[config.mk]
export PLATFORM = sky130hd
export DESIGN_NAME = xkfb_mod_unit
export DESIGN_NICKNAME = d
export VERILOG_FILES = /design/src/hdl/xor_key_frequency_breaker_unit_macros.svh /design/src/hdl/xkfb_pkg.sv /design/src/hdl/xkfb_mod_unit.sv
export SDC_FILE = /design/constraint.sdc
export NUM_CORES = 1
export LEC_CHECK = 0
export ABC_AREA = 1
export ABC_CLOCK_PERIOD_IN_PS = 4700
export BUFFER_PORTS_ARGS = -buffer_cell sky130_fd_sc_hd__buf_2
export CORE_UTILIZATION = 59
export CTS_CLUSTER_DIAMETER = 30
export DETAILED_ROUTE_END_ITERATION = 10
export PLACE_DENSITY_LB_ADDON = 0.15
export SLEW_MARGIN = 30
export SYNTH_ARGS = -nofsm -noshare
export SYNTH_HDL_FRONTEND = slang
export SYNTH_SLANG_ARGS = --single-unit
[constraint.sdc]
create_clock -name aclk -period 4.7 [get_ports aclk]
set_clock_uncertainty 0.05 [all_clocks]
set_input_delay 0.47 -clock aclk [delete_from_list [all_inputs] [get_ports aclk]]
set_output_delay 0.47 -clock aclk [all_outputs]
set_load 0.05 [all_outputs]
[src/hdl/xor_key_frequency_breaker_unit_macros.svh]
// Assertion macros shared by the breaker RTL.
// No dependencies; included by xor_key_frequency_breaker_unit.sv, which carries the assertions.
`ifndef XOR_KEY_FREQUENCY_BREAKER_UNIT_MACROS_SVH
`define XOR_KEY_FREQUENCY_BREAKER_UNIT_MACROS_SVH

// Same-cycle implication, reset-qualified
`define XKFB_ASSERT_IMP(lbl, clk, rstn, ante, cons) \
    lbl: assert property (@(posedge clk) disable iff (!rstn) (ante) |-> (cons)) \
        else $error("xkfb: same-cycle check failed");

// Next-cycle implication, reset-qualified
`define XKFB_ASSERT_NXT(lbl, clk, rstn, ante, cons) \
    lbl: assert property (@(posedge clk) disable iff (!rstn) (ante) |=> (cons)) \
        else $error("xkfb: next-cycle check failed");

`endif

[src/hdl/xkfb_pkg.sv]
// Shared constants, state encoding and status type for the XOR key breaker.
// No dependencies.
package xkfb_pkg;

    localparam int BLOCK_DEPTH = 32768;
    localparam int ADDR_W      = $clog2(BLOCK_DEPTH);
    localparam int CNT_W       = $clog2(BLOCK_DEPTH + 1);
    localparam int MAX_KEY_LEN = 29;
    localparam int KLEN_W      = 5;
    localparam int SCORE_W     = CNT_W + 1;
    localparam logic [7:0] SPACE_MASK = 8'h20;

    localparam logic OP_LOAD = 1'b0;
    localparam logic OP_READ = 1'b1;
    localparam logic KIND_DONE = 1'b0;
    localparam logic KIND_BYTE = 1'b1;

    typedef enum logic [3:0] {
        ST_IDLE,
        ST_COL_INIT,
        ST_RD_C,
        ST_RD_H,
        ST_UPD,
        ST_COL_END,
        ST_TRIAL_END,
        ST_A_DONE,
        ST_DIV,
        ST_R_OUT
    } xkfb_state_t;

    typedef struct packed {
        logic busy;
        logic done;
    } xkfb_div_stat_t;

endpackage

[src/hdl/xkfb_mod_unit.sv]
// Bit-serial remainder unit: index mod key length, one quotient bit a cycle.
// Depends on xkfb_pkg.
module xkfb_mod_unit
    import xkfb_pkg::*;
(
    input  logic                aclk,
    input  logic                aresetn,
    input  logic                start,
    input  logic [ADDR_W-1:0]   dividend,
    input  logic [KLEN_W-1:0]   divisor,
    output logic [KLEN_W-1:0]   remainder,
    output xkfb_div_stat_t      stat
);

    logic [ADDR_W-1:0]           num_reg;
    logic [KLEN_W:0]             rem_reg;
    logic [KLEN_W-1:0]           den_reg;
    logic [$clog2(ADDR_W+1)-1:0] cnt_reg;
    logic                        busy_reg;
    logic                        done_reg;
    logic [KLEN_W+1:0]           trial;
    logic [KLEN_W:0]             rem_next;

    // Shift in one dividend bit, subtract when it fits
    always_comb begin
        trial = {rem_reg, num_reg[ADDR_W-1]};
        if (trial >= {2'b00, den_reg}) begin
            trial = trial - {2'b00, den_reg};
        end
        rem_next = trial[KLEN_W:0];
    end

    always_ff @(posedge aclk) begin
        if (!aresetn) begin
            busy_reg <= 1'b0;
            done_reg <= 1'b0;
            cnt_reg  <= '0;
        end else begin
            done_reg <= 1'b0;
            if (start) begin
                busy_reg <= 1'b1;
                cnt_reg  <= '0;
            end else if (busy_reg) begin
                cnt_reg <= cnt_reg + 1'b1;
                if (cnt_reg == ($clog2(ADDR_W+1))'(ADDR_W - 1)) begin
                    busy_reg <= 1'b0;
                    done_reg <= 1'b1;
                end
            end
        end
    end

    // Datapath: load operands, then step
    always_ff @(posedge aclk) begin
        if (start) begin
            num_reg <= dividend;
            den_reg <= divisor;
            rem_reg <= '0;
        end else if (busy_reg) begin
            num_reg <= {num_reg[ADDR_W-2:0], 1'b0};
            rem_reg <= rem_next;
        end
    end

    assign remainder = rem_reg[KLEN_W-1:0];
    assign stat      = '{busy: busy_reg, done: done_reg};

endmodule

-- Yosys cells after proc, flatten, opt, wreduce, memory -nomap -nowiden
Index checks and enable logic that the tools add are counted.
- register bits: 32
- bits of input ports: 23
- add/sub/neg operators: 2
- $lt $le $gt $ge: 1
- equal/unequal tests: 1
- muxes and demuxes: 7
- bitwise gates (word level): 2
- reduce and logical (&&, ||, !) cells: 3
- operators with widths (kind ; number):
    2-to-1 mux 15 bit ; 2
    >= comparator 7 x 5 -> 1 bit ; 1
    2-to-1 mux 6 bit ; 1
    subtractor 6 x 5 -> 6 bit ; 1
    adder 4 x 1 -> 4 bit (second input constant) ; 1
    == test 4 bit (second input constant) ; 1
    2-to-1 mux 1 bit ; 4
    OR reduction 3 bit ; 1
    NOT 1 bit ; 2
    nonzero test 2 bit ; 1
    OR reduction 2 bit ; 1

-- Logic depth before layout (Yosys ltp)
Gate-level depths: netlist (run 1).
- word-level depth: 4
- gate-level depth with buffers: 12
- depth with buffers taken out: 12

-- Least setup slack after synthesis (run 1)
Ideal clock, no wire load.
- kind: register to register
- start point: register den_reg[0]
- end point: register rem_reg[4]
- library setup time: 0.113 ns
- data arrival time: 1.465 ns
- data required time: 4.537 ns
- setup slack: 3.072 ns
- stages on the path, launching flop included: 10
- buffers on the path: 0
- clock period less this slack: 1.628 ns
- cells stage by stage: edfxtp_1 ha_1 fa_1 or2_1 nand2_1 nand2_1 nand2_1 nand2_1 nand3_1 nand2_1
- cells in the longest elaborated chain, start to end: 2
- elaborated cells between the ends (all ways): 3
- ends and longest elaborated chain (what ; line ; source):
    start, declared ; xkfb_mod_unit.sv:17 ; logic [KLEN_W-1:0] den_reg;
    start signal, assigned ; xkfb_mod_unit.sv:57 ; den_reg <= divisor;
    subtractor 6 x 5 -> 6 bit or >= comparator 7 x 5 -> 1 bit (tied branches) ; xkfb_mod_unit.sv:28, xkfb_mod_unit.sv:27 ;
    2-to-1 mux 6 bit (*) ; xkfb_mod_unit.sv:27 ; if (trial >= {2'b00, den_reg}) begin
    end signal, assigned ; xkfb_mod_unit.sv:61 ; rem_reg <= rem_next;
    end, declared ; xkfb_mod_unit.sv:16 ; logic [KLEN_W:0] rem_reg;
Every way passes the cells marked *; elsewhere a longest branch is shown, timed or not.
A chain may end at the register's enable or synchronous reset.

-- Worst setup path after layout (run 1)
Same ends and word-level chain as after synthesis.

==> flow_summary.ini, run 1 <==
[floorplanning]
dieArea_um2 = 3100
die_w_um = 55.7
row_count = 19
start_util = 0.622
pin_count = 30
coreArea_um2 = 2730
fp.dieH_um = 55.7

[grt]
first_global_vias = 1239
grt_max_degree = 26
grt_pass1_wl_mm = 4.95
gr-total-overflow = 0
antenna_found_initial = 0
grt_use_total = 0.205

[finish]
final_cells = 258
fin_area_um2 = 1910
nets = 258
fin_util = 0.699
insertedDiodeCount = 0
largest_register_ffs = 15
syn2layout_area_growth_pct = 12.5
drive_gt1_frac = 0.220

[place]
pre_cts_ws_ns = 2.71
placed_cells = 250
routabilityCongestion = 0.881
place_area_um2 = 1820
dpl.hpwl_mm = 2.20
place.port_buffers = 29

[sta]
finalSetupViolCount = 0
rsz0062_at_grt = no
max_slew_margin = 0.625
drv_slew = 0
period_share = 0.366
max_freq_mhz = 581
worst_slack_ns = 2.98
fin_tns_setup_ns = 0
hold_viol = 0
worst_slew_pin_slew_ns = 0.562
fin_crit_ns = 1.72
hold_ws_ns = 0.270

[run]
maxCapViolCount = 0

[logic_synthesis]
synth.cell_area_um2 = 1700
synth_warnings = 0
synth_edf_count = 20
ys_types = 28
yosysTopAreaCellShare = 0.353
synth_top_flop_cell = edfxtp_1
yosys-top-cells-count = nand2_1, edfxtp_1, inv_1, dfxtp_1
syn-mean-instance-area_um2 = 8.50
synth-seq-cells = 32
synth_most_common_cell = nand2_1
synth_nets = 232
synth_area_leaders = edfxtp_1, nand2_1, dfxtp_1
synth.largest_area_cell = edfxtp_1
ys_seq_area_frac = 0.495
synthCells = 200
async_reset_ff_frac = 0

[critical_path]
max_stage_delay_ns = 0.40
regToRegSetupSlack_ns = 2.98
worst-path-buf-inv = 0
cp_common_cell = nand2_1
slowest_stage = edfxtp_1
crit_family = adder cells
end_kind = register
required_ns = 4.87
crit_chain = ha_1 > fa_1 > or2_1 > nand2_1 > nand2_1 > nand2_1 > nand2_1 > nand3_1 > nand2_1
worstPathMaxFanout = 2
cp.arrival_ns = 1.89
setup.worst_path.start_class = register
worstSetupPathType = register to register

[routing]
ant_nets = 0
dr.pass1.iters = 4
wl_per_cell_um = 11.0
vias = 1295
wl_mm = 2.85
drt_iter0_markers = 45
routed_via_density = 5.02
drc = 0

[clock_tree]
worstSkewPairLatency_ns = 0.32
cts.sinks = 32
cts_buffer_depth = 2
cts_resized = 0
cts_max_level = 2
cts_tree = done
ctsHoldBuffers = 0
cts-root-buf = clkbuf_4
path_clk_slew_ns = 0.09
cts_buffers = 5
post_cts_buffers = 0

[pwr]
power_uw = 750
vdd_drop_max_uv = 317
leakagePower_nw = 0.952
powerDensity_nw_per_um2 = 392

[hold_path]
hp-class = primary input to register

[status]
status = finished, final reports clean
[path summary, 6_finish.rpt]
path	to	startpoint	cells past startpoint
max	rem_reg[4]$_SDFFE_PP0P_	den_reg[0]$_DFFE_PP_	9
min reg2reg	cnt_reg[3]$_SDFFE_PP0P_	cnt_reg[3]$_SDFFE_PP0P_	2
max reg2reg	rem_reg[4]$_SDFFE_PP0P_	den_reg[0]$_DFFE_PP_	9
min	den_reg[1]$_DFFE_PP_	divisor[1]	1
[where the power goes]
part	internal, mW	switching [mW]	total [mW]
combinational	0.0640	0.117	0.181
sequential	0.327	0.0150	0.342
clock	0.141	0.0857	0.227
total	0.532	0.218	0.750
[kinds of logic (layout without fill, tap and decap cells)]
logic type | Yosys count | in the layout | share of synthesized area
compound gates | 9 | 9 | 0.0265
xor+xnor | 1 | 1 | 0.00516
fa+ha+maj | 9 | 9 | 0.0707
buf+inv | 32 | 59 | 0.0884
flops | 32 | 32 | 0.495
simple gates | 117 | 117 | 0.314
[area by class of cell]
type / instances / area (um2)
Inverter: 22 / 83.8
Multi-Input combinational cell: 136 / 708
Tap cell: 31 / 38.8
Fill cell: 238 / 822
Sequential cell: 32 / 841
Timing Repair Buffer: 29 / 145
Clock buffer: 7 / 65.1
Clock inverter: 1 / 30.0
[routing by layer]
layer  track usage  vias up  wire length [um]  share of wire
met5             0        -                 0              0
met4         0.114        0                25         0.0088
met2         0.367       33              1520           0.54
li1              -      691                 -              -
met1         0.223      567              1180           0.41
met3        0.0442        4               117          0.041
[cell usage in the layout (no fill, tap or decap), drive strengths merged, types with 5 or more instances in the layout]
cell type  count
a21oi          5
buf           29
clkbuf         7
dfxtp         12
edfxtp        20
ha             8
inv           19
nand2         85
nand3         10
nand4          6
nor2          11
No activity file was read; power rests on OpenSTA's default activity.
==> run 2, diff against run 1 <==
ABC_CLOCK_PERIOD_IN_PS = 1700   (was 4700)
CORE_UTILIZATION = 55   (was 59)
clock period = 1.7 ns   (was 4.7 ns; I/O delays follow)
==> run 2 against run 1 <==
Compared with the run above: register-to-register slack worse by 3.0 ns; global-route usage is 0.94 points higher; design area up 5.0%; flip-flop and latch count did not move; critical path type unchanged; sequential power increased to 2.8 times the previous value; first-iteration DRC count is 24% higher.
==> flow_summary.ini, run 2 (same netlist as run 1, synthesis figures left out) <==
[status]
status = finished, final reports clean

[routing]
drt_iter0_markers = 56
dr.pass1.iters = 4
vias = 1371
wl_mm = 3.24
ant_nets = 0
wl_per_cell_um = 12.2
routed_via_density = 5.15
drc = 0

[floorplanning]
pin_count = 30
fp.dieH_um = 57.6
dieArea_um2 = 3320
coreArea_um2 = 2850
row_count = 19
start_util = 0.596
die_w_um = 57.6

[place]
dpl.hpwl_mm = 2.26
pre_cts_ws_ns = -0.0556
place_area_um2 = 1830
routabilityCongestion = 0.864
place.port_buffers = 29

[critical_path]
cp.arrival_ns = 1.88
worstSetupPathType = register to register
required_ns = 1.89
end_kind = register
setup.worst_path.start_class = register
worstPathMaxFanout = 2

[sta]
drv_slew = 0
hold_viol = 0
finalSetupViolCount = 0
period_share = 0.994
worst_slack_ns = 0.00974
max_slew_margin = 0.647
worst_slew_pin_slew_ns = 0.527
max_freq_mhz = 592
fin_crit_ns = 1.69
rsz0062_at_grt = yes
hold_ws_ns = 0.0533

[clock_tree]
cts.sinks = 32
cts-root-buf = clkbuf_4
cts_tree = done
worstSkewPairLatency_ns = 0.33
path_clk_slew_ns = 0.11
cts_buffer_depth = 2
cts_buffers = 5
cts_max_level = 2

[grt]
first_global_vias = 1307
antenna_found_initial = 0
grt_use_total = 0.214
gr-total-overflow = 0
grt_pass1_wl_mm = 5.28
grt_max_degree = 18

[pwr]
power_mw = 1.99
leakagePower_nw = 0.971
powerDensity_nw_per_um2 = 992
vdd_drop_max_uv = 753

[finish]
drive_gt1_frac = 0.255
nets = 266
final_common_cell = nand2_1
syn2layout_area_growth_pct = 18.2
largest_register_ffs = 15
layout_common_cells = nand2_1, buf_2, edfxtp_1
fin_area_um2 = 2010
insertedDiodeCount = 0

[run]
maxCapViolCount = 0

[hold_path]
hp-class = primary input to register
run 2: changes by cell type in the layout (fill, tap and decap cells not counted), sizes merged:
cell,delta
bufinv,-1
dlygate4sd3,+5
buf,+3
clkbuf,+1
run 2: final timing paths:
| kind | start | end | slack, ns | depth (start not counted) |
|---|---|---|---|---|
| hold reg to reg | rem_reg[5]$_SDFFE_PP0P_ | rem_reg[5]$_SDFFE_PP0P_ | 0.43 | 2 |
| setup / recovery | den_reg[0]$_DFFE_PP_ | rem_reg[4]$_SDFFE_PP0P_ | 0.01 | 9 |
| setup reg to reg | den_reg[0]$_DFFE_PP_ | rem_reg[4]$_SDFFE_PP0P_ | 0.01 | 9 |
| hold / removal | dividend[2] | num_reg[2]$_DFFE_PP_ | 0.05 | 3 |
run 2: through the flow:
step	instances	util	setup TNS (ns)
after floorplan	200	-	0
after global placement	252	0.642	0
after detailed placement	252	0.642	-0.0556
after CTS	266	0.687	0
after global routing	266	0.704	-0.0767
final	266	0.704	0
run 2: final cells by class:
type / instances / area [um2]
fill: 229 / 845
multi-input combinational: 136 / 758
clock buffer: 8 / 68.8
inverter: 22 / 83.8
timing repair buffer: 37 / 218
tap: 31 / 38.8
sequential: 32 / 841
run 2: critical path: stages (launching register included):
cell	delay, ns
edfxtp_1	0.43
ha_2	0.21
fa_2	0.35
or2_1	0.25
nand2_1	0.06
nand2_1	0.05
nand2_1	0.06
nand2_1	0.05
nand3_1	0.06
nand2_1	0.04
run 2: what timing repair did:
action                                 in CTS  in global routing
setup endpoints to repair                   1                  4
gates cloned                                0                  0
pin swaps                                   0                  3
buffers inserted                            1                  0
endpoints found under the hold margin       5                  0
hold buffers                                5                  0
resized for setup                           1                  8
run 2: where the power goes:
part / leakage (nW) / switching [mW] / internal, mW
clock: 0.0386 / 0.244 / 0.243
combinational: 0.631 / 0.347 / 0.210
sequential: 0.301 / 0.0444 / 0.903
total: 0.971 / 0.635 / 1.36
run 2: metal layers:
layer / share of wire / GRT usage
met5: 0 / 0
met3: 0.036 / 0.0612
met4: 0.040 / 0.0976
met2: 0.52 / 0.380
met1: 0.41 / 0.235
